<file path="src/design/text_console_char_engine_defines.svh">
// ----------------------------------------------------------------------------
// text console char engine assertion macros
// concurrent check wrappers, empty when SYNTH is defined
// ----------------------------------------------------------------------------
`ifndef TEXT_CONSOLE_CHAR_ENGINE_DEFINES_SVH
`define TEXT_CONSOLE_CHAR_ENGINE_DEFINES_SVH
`ifndef SYNTH
`define TCCE_ASSERT_IMPLIES(lbl, ante, cons, msg) \
	lbl: assert property (@(posedge clk) disable iff (!arst_n) (ante) |-> (cons)) \
		else $error(msg);
`define TCCE_ASSERT_NEXT(lbl, ante, cons, msg) \
	lbl: assert property (@(posedge clk) disable iff (!arst_n) (ante) |=> (cons)) \
		else $error(msg);
`else
`define TCCE_ASSERT_IMPLIES(lbl, ante, cons, msg)
`define TCCE_ASSERT_NEXT(lbl, ante, cons, msg)
`endif
`endif

</file>
<file path="src/design/tcce_pkg.sv">
// ----------------------------------------------------------------------------
// tcce_pkg
// shared constants, command types and the tab stop table of the console
// ----------------------------------------------------------------------------
package tcce_pkg;

	localparam int ROWS     = 25;
	localparam int COLUMNS  = 80;
	localparam int TAB_STOP = 8;

	localparam int CELLS  = ROWS * COLUMNS;
	localparam int AW     = $clog2(CELLS);
	localparam int ROW_W  = $clog2(ROWS);
	localparam int COL_W  = $clog2(COLUMNS);
	localparam int COLN_W = $clog2(COLUMNS + TAB_STOP);

	// fixed port widths
	localparam int CH_W       = 8;
	localparam int RROW_W     = 5;
	localparam int RCOL_W     = 7;
	localparam int CELL_W     = 16;
	localparam int OROW_W     = 5;
	localparam int OCOL_W     = 7;
	localparam int OPOS_W     = 11;
	localparam int CFG_IDX_W  = 2;
	localparam int CFG_DATA_W = 4;

	// command queue
	localparam int FQ_DEPTH = 2;
	localparam int FQ_PW    = $clog2(FQ_DEPTH);
	localparam int FQ_CW    = $clog2(FQ_DEPTH + 1);

	localparam logic OP_CHAR = 1'b0;

	localparam logic [CH_W-1:0] CH_BS       = 8'd8;
	localparam logic [CH_W-1:0] CH_TAB      = 8'd9;
	localparam logic [CH_W-1:0] CH_LF       = 8'd10;
	localparam logic [CH_W-1:0] CH_FF       = 8'd12;
	localparam logic [CH_W-1:0] CH_CR       = 8'd13;
	localparam logic [CH_W-1:0] CH_PRINT_LO = 8'd32;
	localparam logic [CH_W-1:0] CH_PRINT_HI = 8'd126;

	localparam logic [CFG_IDX_W-1:0] CFG_TEXT_COLOR = 2'd0;
	localparam logic [CFG_IDX_W-1:0] CFG_BACK_COLOR = 2'd1;
	localparam logic [CFG_IDX_W-1:0] CFG_ENABLE     = 2'd2;

	typedef enum logic [2:0] {
		CMD_NOP,
		CMD_PRINT,
		CMD_BS,
		CMD_TAB,
		CMD_LF,
		CMD_FF,
		CMD_CR,
		CMD_READ
	} cmd_kind_t;

	typedef struct packed {
		cmd_kind_t         kind;
		logic [CH_W-1:0]   ch;
		logic              rd_ok;
		logic [AW-1:0]     rd_addr;
	} cmd_t;

	typedef struct packed {
		logic [3:0] text_color;
		logic [2:0] back_color;
		logic       console_enable;
	} cfg_t;

	typedef logic [COLUMNS-1:0][COLN_W-1:0] tab_tbl_t;

	function automatic tab_tbl_t build_tab();
		tab_tbl_t t;
		for (int c = 0; c < COLUMNS; c++) begin
			t[c] = COLN_W'((c / TAB_STOP + 1) * TAB_STOP);
		end
		return t;
	endfunction

	localparam tab_tbl_t TAB_NEXT = build_tab();

endpackage

</file>
<file path="src/design/tcce_front.sv">
// ----------------------------------------------------------------------------
// tcce_front
// takes input beats and sorts them into commands for the back end
// ----------------------------------------------------------------------------
module tcce_front (
	input  logic                         in_valid,
	output logic                         in_stall,
	input  logic                         operation,
	input  logic [tcce_pkg::CH_W-1:0]    char_byte,
	input  logic [tcce_pkg::RROW_W-1:0]  read_row,
	input  logic [tcce_pkg::RCOL_W-1:0]  read_col,
	input  logic                         fifo_full,
	output logic                         push,
	output tcce_pkg::cmd_t               cmd
);
	import tcce_pkg::*;

	assign in_stall = fifo_full;
	assign push     = in_valid && !fifo_full;

	always_comb begin
		cmd      = '0;
		cmd.kind = CMD_NOP;
		cmd.ch   = char_byte;
		if (operation == OP_CHAR) begin
			case (char_byte)
				CH_BS:   cmd.kind = CMD_BS;
				CH_TAB:  cmd.kind = CMD_TAB;
				CH_LF:   cmd.kind = CMD_LF;
				CH_FF:   cmd.kind = CMD_FF;
				CH_CR:   cmd.kind = CMD_CR;
				default: begin
					if (char_byte inside {[CH_PRINT_LO:CH_PRINT_HI]})
						cmd.kind = CMD_PRINT;
				end
			endcase
		end else begin
			cmd.kind    = CMD_READ;
			cmd.rd_ok   = (int'(read_row) < ROWS) && (int'(read_col) < COLUMNS);
			cmd.rd_addr = AW'(int'(read_row) * COLUMNS + int'(read_col));
		end
	end

endmodule

</file>
<file path="config.mk">
export PLATFORM = sky130hd
export DESIGN_NAME = tcce_front
export DESIGN_NICKNAME = d
export VERILOG_FILES = /design/src/design/text_console_char_engine_defines.svh /design/src/design/tcce_pkg.sv /design/src/design/tcce_front.sv
export SDC_FILE = /design/constraint.sdc
export NUM_CORES = 1
export LEC_CHECK = 0
export BUFFER_PORTS_ARGS = -buffer_cell sky130_fd_sc_hd__buf_2
export CAP_MARGIN = 30
export CORE_MARGIN = 1
export CORE_UTILIZATION = 44
export DETAILED_ROUTE_END_ITERATION = 16
export PLACE_DENSITY_LB_ADDON = 0.25
export SLEW_MARGIN = 20
export SYNTH_ARGS = -nofsm -noshare
export SYNTH_HDL_FRONTEND = slang
export SYNTH_SLANG_ARGS = --single-unit
export TNS_END_PERCENT = 10
</file>
<file path="constraint.sdc">
create_clock -name vclk -period 3.2
set_clock_uncertainty 0.05 [all_clocks]
set_input_delay 0.32 -clock vclk [all_inputs]
set_output_delay 0.32 -clock vclk [all_outputs]
set_load 0.05 [all_outputs]
</file>
; After elaboration in Yosys (flattened, before gate mapping)
; Cells that the tools add are included.
[word_totals]
register_bits = 0
inputBits = 23
output_inout_bits = 25
word_cells = 19
[op_classes]
addsub = 1
n_mul = 1
magnitude_cmp = 4
eq_ne = 5
muxes = 4
reduce_logical = 4
[op_table]
columns = operator, count
row1 = $eq A8 B4 Y1 const B, 5
row2 = $pmux W3 S5, 1
row3 = $mux W12, 1
row4 = $add A11 B7 Y11, 1
row5 = $ge A8 B6 Y1 const B, 1
row6 = $le A8 B7 Y1 const B, 1
row7 = $lt A7 B7 Y1 const B, 1
row8 = $mul A5 B3 Y7 const B, 1
row9 = $lt A5 B5 Y1 const B, 1
row10 = $logic_and A1 B1 Y1, 3
row11 = $mux W3, 1
row12 = $logic_not A1 Y1, 1
row13 = $mux W1, 1

; Depth between registers and ports, before layout
[depth]
depth_word = 5
mapped_depth = 8
depth_no_buf = 8

; Worst setup path before layout
; No wires, ideal clock.
[synth_timing]
path_type = input to output
from = in read_row[1] (netlist bit)
to = out cmd[9] (netlist bit)
arrival_ps = 2410
required_time_ps = 2830
setup_slack_ps = 420
stages = 6
n_path_buf = 0
path_cell_list = ha_1 > ha_1 > inv_1 > fa_1 > nor3b_1 > mux2i_1
[synth_lines]
columns = item, line
row1 = from (decl), tcce_front.sv:10  ; input logic [tcce_pkg::RROW_W-1:0] read_row,
row2 = to (decl), tcce_front.sv:14  ; output tcce_pkg::cmd_t cmd

==> results.md <==
* HP Class: input pin to output port
* CTS resizes at 0
* Vias in the first global route at 567
* Largest net degree at the start of global routing at 17
* Leading area contributor after synthesis: ha_1
* Die Width at 38.13 um
* Antenna viol nets, final at 0
* DR vias at 627
* Placed Instances at 125
* Die ar. at between 1000 and 1500 um2
* CP bufs+invs at 3
* Post-CTS setup buffer count at 0
* Part of the power in registers at 0%
* Leak pwr at between 0.4 and 0.5 nW
* Delay-heaviest family, CP: adder cells
* PD cells at 278.1 nW/um2
* Post-route insts no fill at 125
* All-layer global routing usage at about a fifth
* DRC viols at 0
* Grt ovf at 0
* Fin nets at 147
* Critical path's largest stage delay at 0.39 ns
* Worst Tran Pin Value at 0.2770 ns
* Slew Viols, Final at 0
* Pre-antenna DRT Iters at 4
* # IOs at 48
* Layout cells sized above 1 at 45.05%
* Sw Ratio at 67.59%
* Rel. slew slack at 81.40%
* Core Box Area at 1156 um2
* Syn nets at roughly 110
* Sequential cell area at 0 um2
* WP data required at around 2.8 ns
* Drt initial violations at 5
* P&R area growth vs syn at 32.46%
* Worst Hold Margin at 0.8945 ns
* Min Clock Period, post-route at 2.868 ns
* Seq cells at 0
* Register area share after synthesis at 0%
* Overall Power at 0.0002116 W
* Syn Area/Cell at 7.867 um2
* Std cell rows at 12
* CP Data Arrival Time at 2.50 ns
* Max Freq at 348.7 MHz
* CP max stage cell: fa_1
* Final worst path period share at 89.63%
* Critical Setup Path Class: input pin to output port
* # hold bufs at CTS at 0
* Mapped Area at 574.3 um2
* Logic pwr share at 100.0%
* MaxCap Viol Count at 0
* Most frequent cells in the layout: 48 x buf_2, 9 x ha_1, 8 x and2_1, 7 x inv_1, 4 x nor2_1
* Critical Path End Type: output port
* Post-DP HPWL at between 1000 and 1500 um
* Util after Layout at 65.80%
* # fillers at 112
* Unrepaired setup endpoints after global routing: false
* Initial Util at 49.68%
* Int Pwr at 0.00006858 W
* Startpoint types: input pin
* # setup viols final at 0
* Largest cells by area after synthesis: ha_1 20%, buf_4 12%, and2_1 8.7%
* Max FO, Critical Path at 4
* Final GP Congestion at 0.7870
* P_sw at 0.0001430 W
* Worst path cell trace: buf_2, ha_1, ha_1, inv_1, fa_1, xnor2_1, o2111ai_2, xnor3_1, and2_1, buf_2
* Power share of the clock group at 0%
* Clock buffer count at 0
* Synth top area share at 19.61%
* Synth warnings at 0
* Final WL at 1261 um
* Leading cell type in the layout, fill and taps excluded: buf_2
* Port bufs at 48
* Post-Synthesis Cells at 73
* Final Hold Violating Endpoints at 0
* Status: finished clean
* First-pass GRT wire length at 2076 um
* Wire per inst at ~10 um
* Number of distinct library cells after synthesis at 29
* Peak VDD IR at 0.0001527 V
* Antenna violations before repair at 0
* Die height at 38.13 um
* Ant diodes at 0
* Setup TNS at 0 ns
* Drt via density at 5.016
area by class of cell:
class              count  area, um2  share of cell area, %
multi-input cells     56      476.7                  62.66
well taps             14      17.52                  2.303
repair buffers        48      240.2                  31.58
inverters              7      26.28                  3.454
worst paths after layout:
path               startpoint        to  slack [ns]  depth (start not counted)
setup / recovery  read_row[1]   cmd[10]        0.33                         10
hold / removal      fifo_full  in_stall        0.89                          2
routing by layer:
metal | routed length [um] | vias to the layer above | global-route usage, %
li1 | - | 315 | -
met1 | 511 | 276 | 20.57
met2 | 635 | 34 | 39.41
met3 | 98 | 2 | 0.5814
met4 | 15 | 0 | 4.464
met5 | 0 | - | 0
kinds of logic after synthesis:
kind of cell | share of synthesized area (%)
AND/OR/NAND/NOR | 29.85
buffers and inverters | 16.99
adder cells (fa/ha/maj) | 26.58
AO/OA/AOI/OAI | 13.07
XOR/XNOR | 10.02
multiplexers | 3.486
synth_stat cells, types with 2 or more instances:
| master | instances |
|---|---|
| a21o_1 | 2 |
| a21oi_1 | 2 |
| and2_1 | 8 |
| buf_4 | 9 |
| fa_1 | 2 |
| ha_1 | 9 |
| inv_1 | 7 |
| mux2i_1 | 2 |
| nand2_1 | 2 |
| nand2b_1 | 2 |
| nand3_1 | 2 |
| nor2_1 | 4 |
| nor2b_1 | 3 |
| nor3b_1 | 2 |
| xnor2_1 | 3 |
metrics by stage:
stage	setup WS (ns)	cell area (um2)
floorplan	0.4203	574.3
global placement	0.4509	760.7
detailed placement	0.3251	760.7
CTS	0.3244	760.7
global route	0.1902	760.7
finish	0.3320	760.7
power groups by stage:
stage	combinational, W	clock (W)	sequential [W]
floorplan	0.000168	0	0
global placement	0.000209	0	0
detailed placement	0.000213	0	0
CTS	0.000213	0	0
global route	0.000229	0	0
finish	0.000212	0	0
Note: power is estimated with default switching activity, not from simulation.
