[config.mk]
export PLATFORM = sky130hd
export DESIGN_NAME = tcce_cmd_fifo
export DESIGN_NICKNAME = d
export VERILOG_FILES = /design/src/design/tcce_pkg.sv /design/src/design/tcce_cmd_fifo.sv
export VERILOG_INCLUDE_DIRS = /design/src /design/src/design
export SDC_FILE = /design/constraint.sdc
export NUM_CORES = 1
export LEC_CHECK = 0
export ABC_AREA = 1
export BUFFER_PORTS_ARGS = -buffer_cell sky130_fd_sc_hd__buf_2
export CAP_MARGIN = 40
export CORE_MARGIN = 1.5
export CORE_UTILIZATION = 35
export DETAILED_ROUTE_END_ITERATION = 10
export GPL_TIMING_DRIVEN = 0
export PLACE_DENSITY = 0.54
export SKIP_CTS_REPAIR_TIMING = 1
export SYNTH_ARGS = -nofsm -noshare
export SYNTH_HDL_FRONTEND = slang
export SYNTH_SLANG_ARGS = --single-unit
[constraint.sdc]
create_clock -name clk -period 3.4 [get_ports clk]
set_input_delay 0.17 -clock clk [delete_from_list [all_inputs] [get_ports clk]]
set_output_delay 0.17 -clock clk [all_outputs]
set_load 0.01 [all_outputs]
[src/design/text_console_char_engine_defines.svh]
// ----------------------------------------------------------------------------
// text console char engine assertion macros
// concurrent check wrappers, empty when SYNTH is defined
// ----------------------------------------------------------------------------
`ifndef TEXT_CONSOLE_CHAR_ENGINE_DEFINES_SVH
`define TEXT_CONSOLE_CHAR_ENGINE_DEFINES_SVH
`ifndef SYNTH
`define TCCE_ASSERT_IMPLIES(lbl, ante, cons, msg) \
	lbl: assert property (@(posedge clk) disable iff (!arst_n) (ante) |-> (cons)) \
		else $error(msg);
`define TCCE_ASSERT_NEXT(lbl, ante, cons, msg) \
	lbl: assert property (@(posedge clk) disable iff (!arst_n) (ante) |=> (cons)) \
		else $error(msg);
`else
`define TCCE_ASSERT_IMPLIES(lbl, ante, cons, msg)
`define TCCE_ASSERT_NEXT(lbl, ante, cons, msg)
`endif
`endif

[src/design/tcce_pkg.sv]
// ----------------------------------------------------------------------------
// tcce_pkg
// shared constants, command types and the tab stop table of the console
// ----------------------------------------------------------------------------
package tcce_pkg;

	localparam int ROWS     = 25;
	localparam int COLUMNS  = 80;
	localparam int TAB_STOP = 8;

	localparam int CELLS  = ROWS * COLUMNS;
	localparam int AW     = $clog2(CELLS);
	localparam int ROW_W  = $clog2(ROWS);
	localparam int COL_W  = $clog2(COLUMNS);
	localparam int COLN_W = $clog2(COLUMNS + TAB_STOP);

	// fixed port widths
	localparam int CH_W       = 8;
	localparam int RROW_W     = 5;
	localparam int RCOL_W     = 7;
	localparam int CELL_W     = 16;
	localparam int OROW_W     = 5;
	localparam int OCOL_W     = 7;
	localparam int OPOS_W     = 11;
	localparam int CFG_IDX_W  = 2;
	localparam int CFG_DATA_W = 4;

	// command queue
	localparam int FQ_DEPTH = 2;
	localparam int FQ_PW    = $clog2(FQ_DEPTH);
	localparam int FQ_CW    = $clog2(FQ_DEPTH + 1);

	localparam logic OP_CHAR = 1'b0;

	localparam logic [CH_W-1:0] CH_BS       = 8'd8;
	localparam logic [CH_W-1:0] CH_TAB      = 8'd9;
	localparam logic [CH_W-1:0] CH_LF       = 8'd10;
	localparam logic [CH_W-1:0] CH_FF       = 8'd12;
	localparam logic [CH_W-1:0] CH_CR       = 8'd13;
	localparam logic [CH_W-1:0] CH_PRINT_LO = 8'd32;
	localparam logic [CH_W-1:0] CH_PRINT_HI = 8'd126;

	localparam logic [CFG_IDX_W-1:0] CFG_TEXT_COLOR = 2'd0;
	localparam logic [CFG_IDX_W-1:0] CFG_BACK_COLOR = 2'd1;
	localparam logic [CFG_IDX_W-1:0] CFG_ENABLE     = 2'd2;

	typedef enum logic [2:0] {
		CMD_NOP,
		CMD_PRINT,
		CMD_BS,
		CMD_TAB,
		CMD_LF,
		CMD_FF,
		CMD_CR,
		CMD_READ
	} cmd_kind_t;

	typedef struct packed {
		cmd_kind_t         kind;
		logic [CH_W-1:0]   ch;
		logic              rd_ok;
		logic [AW-1:0]     rd_addr;
	} cmd_t;

	typedef struct packed {
		logic [3:0] text_color;
		logic [2:0] back_color;
		logic       console_enable;
	} cfg_t;

	typedef logic [COLUMNS-1:0][COLN_W-1:0] tab_tbl_t;

	function automatic tab_tbl_t build_tab();
		tab_tbl_t t;
		for (int c = 0; c < COLUMNS; c++) begin
			t[c] = COLN_W'((c / TAB_STOP + 1) * TAB_STOP);
		end
		return t;
	endfunction

	localparam tab_tbl_t TAB_NEXT = build_tab();

endpackage

[src/design/tcce_cmd_fifo.sv]
// ----------------------------------------------------------------------------
// tcce_cmd_fifo
// short command queue between the front and the back end
// ----------------------------------------------------------------------------
`include "text_console_char_engine_defines.svh"

module tcce_cmd_fifo (
	input  logic            clk,
	input  logic            arst_n,
	input  logic            push,
	input  tcce_pkg::cmd_t  push_cmd,
	output logic            full,
	input  logic            pop,
	output tcce_pkg::cmd_t  pop_cmd,
	output logic            not_empty
);
	import tcce_pkg::*;

	cmd_t             fifo_q [FQ_DEPTH];
	logic [FQ_PW-1:0] wr_ptr_q;
	logic [FQ_PW-1:0] rd_ptr_q;
	logic [FQ_CW-1:0] count_q;

	assign full      = (count_q == FQ_CW'(FQ_DEPTH));
	assign not_empty = (count_q != '0);
	assign pop_cmd   = fifo_q[rd_ptr_q];

	always_ff @(posedge clk) begin
		if (push)
			fifo_q[wr_ptr_q] <= push_cmd;
	end

	always_ff @(posedge clk or negedge arst_n) begin
		if (!arst_n) begin
			wr_ptr_q <= '0;
			rd_ptr_q <= '0;
			count_q  <= '0;
		end else begin
			if (push)
				wr_ptr_q <= wr_ptr_q + FQ_PW'(1);
			if (pop)
				rd_ptr_q <= rd_ptr_q + FQ_PW'(1);
			if (push && !pop)
				count_q <= count_q + FQ_CW'(1);
			else if (pop && !push)
				count_q <= count_q - FQ_CW'(1);
		end
	end

	`TCCE_ASSERT_NEXT(a_pop_drains, pop && !push, count_q == $past(count_q) - FQ_CW'(1), "fifo count did not drop on pop")

endmodule

# Word-level counts from Yosys, hierarchy flattened
# Memories as Yosys holds them, arrays and structs flattened.
# Index checks and enable logic that the tools add are counted.
# word_totals
ff_bits,4
elab_cells,19
memories,1
rom_bits,0
ramBits,46
latchBits,0
# op_classes
n_bitwise,0
n_mux,4
n_reduce_logical,6
eq_ne,1
n_mul,0
div,0
n_shift,0
n_lt_le_gt_ge,0
addsub,4
# mem_list
name,depth,width,rd,rd_ports_with_merged_regs,write_ports,line,source
fifo_q,2,23,1,0,1,tcce_cmd_fifo.sv:19,cmd_t fifo_q [FQ_DEPTH];
# op_table
operator,n
$mux W2,2
$reduce_bool A2 Y1,2
$add A1 B1 Y1 const B,2
$add A2 B1 Y2 const B,1
$eq A2 B2 Y1 const B,1
$logic_and A1 B1 Y1,2
$logic_not A1 Y1,2
$mux W1,2
$sub A2 B1 Y2 const B,1

# Longest topological paths before layout
# Gate-level depths: netlist (run 1).
# depth
depth_word,4
mapped_depth,7

# Worst setup path after synthesis (run 1)
# No wires, ideal clock.
# synth_timing
path_type,register to register
startpoint,reg wr_ptr_q
endpoint,mem fifo_q[0][0] (netlist bit) (enable)
path_stages_with_launch,2
period_less_slack_ns,1.796
setup_slack_ns,1.604
t_arrival_ns,1.393
path_buffers,0
path_cell_list,dfrtp_1 -> nor2_1
# synth_rtl
element,line,source
from (decl),tcce_cmd_fifo.sv:20,logic [FQ_PW-1:0] wr_ptr_q;
from (signal assigned),tcce_cmd_fifo.sv:40,wr_ptr_q <= wr_ptr_q + FQ_PW'(1);
to (decl),tcce_cmd_fifo.sv:19,
# No word-level cell before the write port.

==> out/summary.txt, run 1 <==
===========================================================================================
Final routed wire length divided by cell count ...............................      13.1 um
TritonCTS Buffers ............................................................            5
Layout overhead on the synthesized area ......................................        26.6%
Setup slack of the worst register-to-register path ...........................      1960 ps
Startpoint kind of the worst setup timing path ...............................         flop
Depth of the worst register-to-register path .................................            2
Final Max Slew Viols .........................................................            0
Worst vdd ir .................................................................     0.409 mV
Cells along the critical path ................................................ buf_6, buf_12, mux2_4, buf_2
Number of inserted diodes ....................................................            0
Synth top area cells ......................................................... edfxtp_1 70%, mux2_4 14%, dfrtp_1 5.1%
Number of design-rule violations left by the first detailed-router iteration .           52
Hold Path Sink ............................................................... fifo_q[0][3]$_DFFE_PP_
Cell at the root of the clock tree ...........................................     clkbuf_8
Distinct cell type count of the synthesized netlist ..........................           14
Share of flip-flops with an asynchronous set or reset after synthesis ........        8.00%
Synthesized net count ........................................................          125
Worst path bufs/invs .........................................................            3
Residual DRC .................................................................            0
CTS tree .....................................................................          yes
Via-per-instance ratio .......................................................         4.30
Post-Route Utilization .......................................................        45.5%
Synthesized flop and latch total .............................................           50
Worst max-slew margin expressed relative to the limit ........................        60.0%
Endpoint of the worst-slack reg-to-reg timing path ........................... fifo_q[0][16]$_DFFE_PP_
Slew @ Worst Pin .............................................................       599 ps
Nets .........................................................................          186
Endpoint type of the worst setup path ........................................  output port
Maximum fanout count along the critical path .................................           10
DP Area ......................................................................  0.00237 mm2
Detailed-route via count .....................................................          994
Highest clock frequency the design can meet ..................................    0.636 GHz
Setup total negative slack ...................................................         0 ps
RR Startpoint ................................................................ wr_ptr_q$_DFFE_PN0P_
Startpoint of the tightest hold check path ...................................  push_cmd[3]
CP arrival ...................................................................      1400 ps
Max-cap violation count ......................................................            0
Starting density of the core .................................................        36.0%
CP peak stage delay ..........................................................       380 ps
Via count of the first global-routing pass ...................................         1022
Number of enable-type register cells in the synthesized netlist ..............           46
Clock skew ...................................................................      4.70 ps
Routed Antenna Nets ..........................................................            0
Count of warnings emitted by yosys ...........................................            0
Later-pin clock latency in the skew report ...................................       300 ps
Share of final-layout standard cells stronger than drive strength 1 ..........        55.3%
Floorplan die height .........................................................      78.0 um
Slowest cell on crit path ....................................................      dfrtp_1
Initial antenna violation count ..............................................            0
Area share of the largest cell type after synthesis ..........................        70.1%
Number of hold violations in the final report ................................            0
Inst Count DP ................................................................          222
Run status ................................................................... finished, final reports clean
PortBufs .....................................................................           51
Setup repair after global routing missed its margin ..........................        false
Gp weighted congestion .......................................................        0.741
Power density relative to cell area ..........................................   785 mW/mm2
Number of sinks handled by clock tree synthesis ..............................           50
Post-route cell area .........................................................  0.00249 mm2
Minimum clock period .........................................................      1570 ps
Deepest level of the CTS H-tree ..............................................            2
Crit path required time ......................................................      3230 ps
Number of placement rows .....................................................           27
Cell family with most CP delay ............................................... buffers and inverters
Post-route clock period utilization ..........................................        46.3%
Boundary Pins ................................................................           52
DP Wirelength ................................................................      2.15 mm
Worst min-delay path class ................................................... primary input to flop
Post-synthesis instance area .................................................  0.00197 mm2
GR Util All Layers ...........................................................        10.4%
Hold path depth ..............................................................            1
Syn_area_per_cell ............................................................     20.3 um2
GRT Residual Overflow ........................................................            0
Primary FF master, synth .....................................................     edfxtp_1
Maximum root-to-sink buffer count ............................................            2
Part of the Yosys area used for sequential elements ..........................        75.2%
Core area ....................................................................  0.00547 mm2
Number of fillers in the final layout ........................................          498
Synthesized instance count ...................................................           97
CP Class ..................................................................... flop to output port
Number of setup violations in the final report ...............................            0
Yosys top cell by area .......................................................     edfxtp_1
Crit. path cell count ........................................................            4
Total wirelength of the detailed-routed design ...............................      3.02 mm
Full die area ................................................................  0.00609 mm2
First-pass GRT wire length ...................................................      4.74 mm
Final Non-Filler Cells .......................................................          231
Leakage power ................................................................      1.04 nW
First-pass DRT Iterations ....................................................            2
Worst-path clk slew ..........................................................        80 ps
Pin count of the biggest net entering global routing .........................           16
Horizontal die dimension .....................................................      78.0 um
===========================================================================================
## worst max-delay path by stage
stage	startpoint	endpoint
2_1_floorplan	wr_ptr_q$_DFFE_PN0P_	fifo_q[0][0]$_DFFE_PP_
3_3_place_gp	wr_ptr_q$_DFFE_PN0P_	fifo_q[0][16]$_DFFE_PP_
3_5_place_dp	wr_ptr_q$_DFFE_PN0P_	fifo_q[0][22]$_DFFE_PP_
4_1_cts	rd_ptr_q$_DFFE_PN0P_	pop_cmd[1]
5_1_grt	rd_ptr_q$_DFFE_PN0P_	pop_cmd[0]
6_report	rd_ptr_q$_DFFE_PN0P_	pop_cmd[1]
## Yosys cell counts (2+ instances only)
library cell	instances
edfxtp_1	46
mux2_4	19
inv_1	7
nand2_1	6
dfrtp_1	4
mux2_2	4
buf_12	2
nor2_1	2
xor2_1	2
## layout make-up
type | count | area (um2) | area share (%)
multi-input combinational | 37 | 413 | 16.6
buffer | 3 | 51.3 | 2.06
timing repair buffer | 54 | 320 | 12.9
sequential | 50 | 1480 | 59.4
clock buffer | 8 | 110 | 4.42
tap | 72 | 90.1 | 3.61
inverter | 7 | 26.3 | 1.05
## logic make-up (layout without fill, tap and decap cells)
kind of cell  Yosys count  in the layout  share of synthesized area [%]
flops                  50             50                           75.2
mux                    23             23                           16.8
simple gates           10             10                           2.10
buf+inv                10             72                           3.94
xor+xnor                3              3                           1.33
fa+ha+maj               1              1                          0.635
## cells in the final DEF, fill, tap and decap left out
master          n
edfxtp_1       46
inv_1           7
ha_1            1
buf_12          2
buf_16          2
nand4_1         1
buf_6           1
nor2_2          1
dfrtp_1         4
nand3_1         1
nor2_1          1
nand2_1         6
mux2_2          4
mux2_4         19
dlygate4sd3_1   1
buf_2          51
xnor2_1         1
clkbuf_8        8
xor2_1          2
## flip-flops by register name, indices dropped and copies added (netlist names)
register	cells
count_q	2
rd_ptr_q	1
fifo_q	46
wr_ptr_q	1
## metal layers
layer | track usage (%) | routed length (um) | vias up
li1 | - | - | 479
met1 | 11.8 | 1260 | 473
met2 | 17.8 | 1500 | 36
met3 | 4.07 | 218 | 6
met4 | 3.75 | 48 | 0
met5 | 0 | 0 | -
## through the flow
step,setup slack (ps),hold slack (ps),power [mW]
floorplan,1600,-126,1.35
global placement,1010,-23.8,1.55
detailed placement,1950,-18.3,1.61
CTS,1800,-349,1.99
global route,1780,38.3,2.07
finish,1830,56.8,1.96
## power breakdown
part           internal (mW)  switching, mW  total (mW)
logic                  0.390          0.322       0.712
registers              0.820         0.0417       0.862
clock network          0.205          0.177       0.383
(Power assumes the default switching activity.)
==> inputs of run 2 (changes only) <==
--- a/config.mk
+++ b/config.mk
@@ -6,14 +6,14 @@
 export SDC_FILE = /design/constraint.sdc
 export NUM_CORES = 1
 export LEC_CHECK = 0
-export ABC_AREA = 1
+export ABC_AREA = 0
 export BUFFER_PORTS_ARGS = -buffer_cell sky130_fd_sc_hd__buf_2
 export CAP_MARGIN = 40
 export CORE_MARGIN = 1.5
 export CORE_UTILIZATION = 35
 export DETAILED_ROUTE_END_ITERATION = 10
 export GPL_TIMING_DRIVEN = 0
-export PLACE_DENSITY = 0.54
+export PLACE_DENSITY = 0.56
 export SKIP_CTS_REPAIR_TIMING = 1
 export SYNTH_ARGS = -nofsm -noshare
 export SYNTH_HDL_FRONTEND = slang
==> constraint.sdc (replaced) <==
create_clock -name clk -period 1.4 [get_ports clk]
set_input_delay 0.07 -clock clk [delete_from_list [all_inputs] [get_ports clk]]
set_output_delay 0.07 -clock clk [all_outputs]
set_load 0.01 [all_outputs]
==> run 2 against run 1 <==
Net effect: the flow now finishes with violations (setup timing); sequential share of layout area is 6.3 points lower; die area is 0.86% lower; utilization grew 5.7 points; via count increased by 5.6%; setup slack got worse by 1900 ps; highest routed layer unchanged; critical path depth unchanged; combinational power increased to 2.9 times the previous value; hold slack got worse by 10 ps; global-route usage barely moved; cell count up 6.5%.
==> out/summary.txt, run 2 <==
===========================================================================================
Horizontal die dimension .....................................................      77.7 um
Floorplan die height .........................................................      77.7 um
Pin count of the biggest net entering global routing .........................           24
Via-per-instance ratio .......................................................         4.27
Switching power summed over all nets .........................................      1.34 mW
Post-route clock period utilization ..........................................         103%
Registers with the most flip-flops ........................................... fifo_q (46), count_q (2)
Post-synthesis instance area .................................................  0.00195 mm2
Cell family with most CP delay ............................................... buffers and inverters
CP peak stage delay ..........................................................       370 ps
Setup repair after global routing missed its margin ..........................         true
Via count of the first global-routing pass ...................................         1015
Distinct cell type count of the synthesized netlist ..........................           14
Full die area ................................................................  0.00603 mm2
Synth top area cells ......................................................... edfxtp_1 71%, mux2_4 15%, dfrtp_1 5.1%
Startpoint kind of the worst setup timing path ...............................         flop
CP arrival ...................................................................      1370 ps
Slew @ Worst Pin .............................................................       400 ps
Met1 layer usage reported by global route ....................................        10.7%
Most used standard cell by instance count after synthesis ....................     edfxtp_1
Fraction of power consumed by combinational cells ............................        41.9%
Syn_area_per_cell ............................................................     22.2 um2
Worst vdd ir .................................................................     0.776 mV
First-pass DRT Iterations ....................................................            3
Inst Count DP ................................................................          212
Worst path bufs/invs .........................................................            3
Highest clock frequency the design can meet ..................................    0.693 GHz
First-pass GRT wire length ...................................................      4.65 mm
Power density relative to cell area ..........................................  1750 mW/mm2
Synthesized instance count ...................................................           88
DP Wirelength ................................................................      2.09 mm
Synthesized net count ........................................................          116
Met3 usage in global routing .................................................        4.47%
CP Class ..................................................................... flop to output port
Cells along the critical path ................................................ buf_6, buf_12, mux2_4, buf_2
Deepest level of the CTS H-tree ..............................................            2
Number of design-rule violations left by the first detailed-router iteration .           35
Power share of the clock group ...............................................        14.6%
Initial antenna violation count ..............................................            0
Share of flip-flops with an asynchronous set or reset after synthesis ........        8.00%
Number of sinks handled by clock tree synthesis ..............................           50
Nets .........................................................................          203
Endpoint type of the worst setup path ........................................  output port
Slack of the critical path ...................................................     -42.8 ps
Final Non-Filler Cells .......................................................          246
Worst-case setup slack after placement .......................................     -85.1 ps
Largest reg by FF count ......................................................       fifo_q
PortBufs .....................................................................           51
Leading cell types by count after synthesis .................................. 46 x edfxtp_1, 19 x mux2_4, 4 x dfrtp_1, 4 x mux2_2, 4 x xor2_1
Detailed-route via count .....................................................         1050
Setup slack of the worst register-to-register path ...........................        90 ps
Final Max Slew Viols .........................................................            0
Number of hold violations in the final report ................................            0
Routed Antenna Nets ..........................................................            0
Share of final-layout standard cells stronger than drive strength 1 ..........        51.1%
Sequential power share .......................................................        43.5%
Layout overhead on the synthesized area ......................................        42.8%
TritonCTS Buffers ............................................................            5
Worst-path clk slew ..........................................................        80 ps
Routing usage on met2 ........................................................        18.3%
Maximum root-to-sink buffer count ............................................            2
Most used cells in the layout excluding fill and tap cells ................... 46 x edfxtp_1, 33 x buf_2, 25 x dlygate4sd3_1, 19 x buf_6, 19 x mux2_4
GRT Residual Overflow ........................................................            0
Number of placement rows .....................................................           27
Internal portion of total power ..............................................      3.55 mW
Gp weighted congestion .......................................................        0.627
Boundary Pins ................................................................           52
Residual DRC .................................................................            0
Synthesized flop and latch total .............................................           50
Area share of the largest cell type after synthesis ..........................        70.8%
Worst min-delay path class ................................................... primary input to flop
Count of warnings emitted by yosys ...........................................            0
Leakage power ................................................................      1.13 nW
Run status ................................................................... finished, violations left
Final routed wire length divided by cell count ...............................      12.9 um
Number of setup violations in the final report ...............................           19
Core area ....................................................................  0.00544 mm2
Yosys top cell by area .......................................................     edfxtp_1
Violations in the final reports .............................................. setup timing
Clock skew ...................................................................      3.97 ps
Number of enable-type register cells in the synthesized netlist ..............           46
Most common cell after layout, fill and taps aside ...........................     edfxtp_1
Max-cap violation count ......................................................            0
Starting density of the core .................................................        35.9%
Worst max-slew margin expressed relative to the limit ........................        73.3%
GR Util All Layers ...........................................................        10.4%
Part of the Yosys area used for sequential elements ..........................        75.9%
CTS tree .....................................................................          yes
Later-pin clock latency in the skew report ...................................       280 ps
Number of flip-flops under the largest register name .........................           46
Maximum fanout count along the critical path .................................           10
Slowest cell on crit path ....................................................      dfrtp_1
Switching power share of the total ...........................................        27.3%
Total wirelength of the detailed-routed design ...............................      3.18 mm
Minimum clock period .........................................................      1440 ps
Number of inserted diodes ....................................................            0
Primary FF master, synth .....................................................     edfxtp_1
Crit path required time ......................................................      1330 ps
Gr busiest metal .............................................................         met2
Cell at the root of the clock tree ...........................................     clkbuf_8
===========================================================================================
[run 2: per-stage QoR]
stage	hold WS [ps]	TNS [ps]	cell area [um2]	total power, mW	utilization (%)
2_1_floorplan	-226	-55.0	1960	3.29	-
3_3_place_gp	-123	-7400	2300	3.76	42.4
3_5_place_dp	-116	-1170	2320	3.82	42.7
4_1_cts	-437	-2800	2390	4.56	44.0
5_1_grt	42.3	-1650	2790	5.17	51.2
6_report	46.4	-557	2790	4.89	51.2
[run 2: worst reg2reg max path: stages (launching register included)]
cell	delay [ps]
dfrtp_1	510
and2_4	320
buf_8	190
[run 2: kinds of logic after synthesis]
kind of cell / share of synthesized area, %
DFF: 75.9
muxes: 16.9
xor gates and xnor gates: 2.24
and+or+nand+nor: 1.47
buffers and inverters: 2.82
adders and majority gates: 0.641
[run 2: per-layer routing]
layer,up-vias,routed length (um)
met4,0,27
met1,501,1280
met3,5,182
met5,-,0
li1,507,-
met2,37,1680
[run 2: power groups by stage]
stage	Clock (mW)	Sequential, mW	Combinational [mW]
final	0.715	2.13	2.05
after global routing	0.820	2.16	2.19
after CTS	0.766	2.12	1.68
after detailed placement	0	2.15	1.67
after global placement	0	2.13	1.63
after floorplan	0	2.12	1.18
[run 2: worst paths after layout]
path                                        start                      end  depth (start not counted)
hold reg to reg            count_q[1]$_DFFE_PN0P_   count_q[1]$_DFFE_PN0P_                          1
max in group asynchronous                  arst_n     rd_ptr_q$_DFFE_PN0P_                          2
min in group asynchronous                  arst_n     wr_ptr_q$_DFFE_PN0P_                          2
setup / recovery             rd_ptr_q$_DFFE_PN0P_              pop_cmd[18]                          4
setup reg to reg             wr_ptr_q$_DFFE_PN0P_  fifo_q[1][14]$_DFFE_PP_                          2
hold / removal                               push     wr_ptr_q$_DFFE_PN0P_                          2
[run 2: final cells by class]
type	count	area (um2)
well taps	72	90.1
fillers	480	2650
multi-input cells	35	439
repair buffers	79	648
clock inverters	1	3.75
clock buffers	5	68.8
inverters	1	3.75
flip-flops and latches	50	1480
plain buffers	3	51.3
==> inputs of run 3 (changes only) <==
--- a/config.mk
+++ b/config.mk
@@ -14,6 +14,7 @@
 export DETAILED_ROUTE_END_ITERATION = 10
 export GPL_TIMING_DRIVEN = 0
 export PLACE_DENSITY = 0.56
+export RECOVER_POWER = 100
 export SKIP_CTS_REPAIR_TIMING = 1
 export SYNTH_ARGS = -nofsm -noshare
 export SYNTH_HDL_FRONTEND = slang
==> run 3 against run 2 <==
Net effect: the run still ends with setup timing left; clock skew rose by 0.85 ps; design area down 0.72%; cell count unchanged; clock power barely moved.
==> out/summary.txt, run 3 (synthesis gave the netlist of run 2 again) <==
===========================================================================================
Inst Count DP ................................................................          212
Number of sinks handled by clock tree synthesis ..............................           50
Residual DRC .................................................................            0
Violations in the final reports .............................................. setup timing
Detailed-route via count .....................................................         1047
Final Max Slew Viols .........................................................            0
Final Non-Filler Cells .......................................................          246
Nets .........................................................................          203
Layout overhead on the synthesized area ......................................        41.7%
Number of hold violations in the final report ................................            0
Number of design-rule violations left by the first detailed-router iteration .           32
Cell at the root of the clock tree ...........................................     clkbuf_8
Final routed wire length divided by cell count ...............................      12.8 um
Worst setup path end .........................................................  pop_cmd[18]
Max-cap violation count ......................................................            0
Slowest cell on crit path ....................................................      dfrtp_1
Run status ................................................................... finished, violations left
Via-per-instance ratio .......................................................         4.26
Depth of the worst register-to-register path .................................            2
CTS tree .....................................................................          yes
Total wirelength of the detailed-routed design ...............................      3.15 mm
Worst max-slew margin expressed relative to the limit ........................        73.1%
Share of final-layout standard cells stronger than drive strength 1 ..........        42.0%
Number of fillers in the final layout ........................................          487
Most used cells in the layout excluding fill and tap cells ................... 46 x edfxtp_1, 25 x dlygate4sd3_1, 19 x buf_6, 19 x mux2_4, 17 x buf_2
Slew @ Worst Pin .............................................................       403 ps
Number of inserted diodes ....................................................            0
Leakage power ................................................................      1.09 nW
First-pass DRT Iterations ....................................................            3
Via count of the first global-routing pass ...................................         1015
Largest reg by FF count ......................................................       fifo_q
RR Startpoint ................................................................ wr_ptr_q$_DFFE_PN0P_
CP Class ..................................................................... flop to output port
Slack of the critical path ...................................................     -44.2 ps
Boundary Pins ................................................................           52
Power density relative to cell area ..........................................  1770 mW/mm2
Number of setup violations in the final report ...............................           19
Crit. path cell count ........................................................            4
Startpoint kind of the worst setup timing path ...............................         flop
Worst min-delay path class ................................................... primary input to flop
Routed Antenna Nets ..........................................................            0
Endpoint of the worst-slack reg-to-reg timing path ........................... fifo_q[1][14]$_DFFE_PP_
Setup repair after global routing missed its margin ..........................         true
Endpoint type of the worst setup path ........................................  output port
Minimum clock period .........................................................      1440 ps
Gp weighted congestion .......................................................        0.627
Floorplan die height .........................................................      77.7 um
CP peak stage delay ..........................................................       380 ps
GRT Residual Overflow ........................................................            0
Core area ....................................................................  0.00544 mm2
Most common cell after layout, fill and taps aside ...........................     edfxtp_1
Starting density of the core .................................................        35.9%
Cells along the critical path ................................................ buf_6, buf_12, mux2_4, buf_2
Full die area ................................................................  0.00603 mm2
Crit path required time ......................................................      1330 ps
Number of placement rows .....................................................           27
Hold path depth ..............................................................            2
Maximum fanout count along the critical path .................................           10
Clock skew ...................................................................      4.82 ps
GR Util All Layers ...........................................................        10.4%
Deepest level of the CTS H-tree ..............................................            2
Setup slack of the worst register-to-register path ...........................        90 ps
Highest clock frequency the design can meet ..................................    0.692 GHz
Pin count of the biggest net entering global routing .........................           24
PortBufs .....................................................................           51
Horizontal die dimension .....................................................      77.7 um
First-pass GRT wire length ...................................................      4.65 mm
Cell family with most CP delay ............................................... buffers and inverters
Worst path bufs/invs .........................................................            3
Worst-path clk slew ..........................................................        80 ps
Final Power ..................................................................      4.88 mW
Later-pin clock latency in the skew report ...................................       280 ps
Registers with the most flip-flops ........................................... fifo_q (46), count_q (2)
TritonCTS Buffers ............................................................            5
CP arrival ...................................................................      1370 ps
Number of flip-flops under the largest register name .........................           46
Maximum root-to-sink buffer count ............................................            2
Crit. Startpoint ............................................................. rd_ptr_q$_DFFE_PN0P_
DP Wirelength ................................................................      2.09 mm
Post-route clock period utilization ..........................................         103%
Worst vdd ir .................................................................     0.778 mV
Initial antenna violation count ..............................................            0
===========================================================================================
run 3: stage by stage:
stage                     hold WS (ps)  instance area [um2]  setup TNS, ps  setup slack (ps)  util, %
final                             45.4                 2770           -584             -44.2     50.9
after global routing              42.3                 2770          -1650             -91.5     50.9
after CTS                         -437                 2390          -2800             -98.4     44.0
after detailed placement          -116                 2320          -1170             -85.1     42.7
after global placement            -123                 2300          -7400              -323     42.4
after floorplan                   -226                 1960          -55.0             -2.39        -
run 3: worst min-delay path by stage:
| stage | slack, ps | end | start |
|---|---|---|---|
| 2_1_floorplan | -230 | count_q[0]$_DFFE_PN0P_ | arst_n |
| 3_3_place_gp | -120 | count_q[1]$_DFFE_PN0P_ | arst_n |
| 3_5_place_dp | -120 | count_q[1]$_DFFE_PN0P_ | arst_n |
| 4_1_cts | -440 | count_q[1]$_DFFE_PN0P_ | arst_n |
| 5_1_grt | 40 | wr_ptr_q$_DFFE_PN0P_ | push |
| 6_report | 50 | wr_ptr_q$_DFFE_PN0P_ | push |
run 3: layout make-up:
cell class / instances / area [um2] / area share [%]
Clock buffer: 5 / 68.8 / 2.49
Multi-Input combinational cell: 35 / 439 / 15.9
Clock inverter: 1 / 3.75 / 0.136
Timing Repair Buffer: 79 / 628 / 22.7
Buffer: 3 / 51.3 / 1.85
Inverter: 1 / 3.75 / 0.136
Tap cell: 72 / 90.1 / 3.26
Sequential cell: 50 / 1480 / 53.6
run 3: layer usage:
metal | vias up | share of wire [%] | track usage [%]
li1 | 507 | - | -
met1 | 498 | 40 | 10.7
met2 | 37 | 53 | 18.3
met3 | 5 | 5.8 | 4.47
met4 | 0 | 0.86 | 4.36
met5 | - | 0 | 0
run 3: power breakdown:
group          leakage [nW]  switching, mW  internal, mW
registers             0.478          0.132          1.99
clock network        0.0375          0.390         0.326
logic                 0.572          0.814          1.23
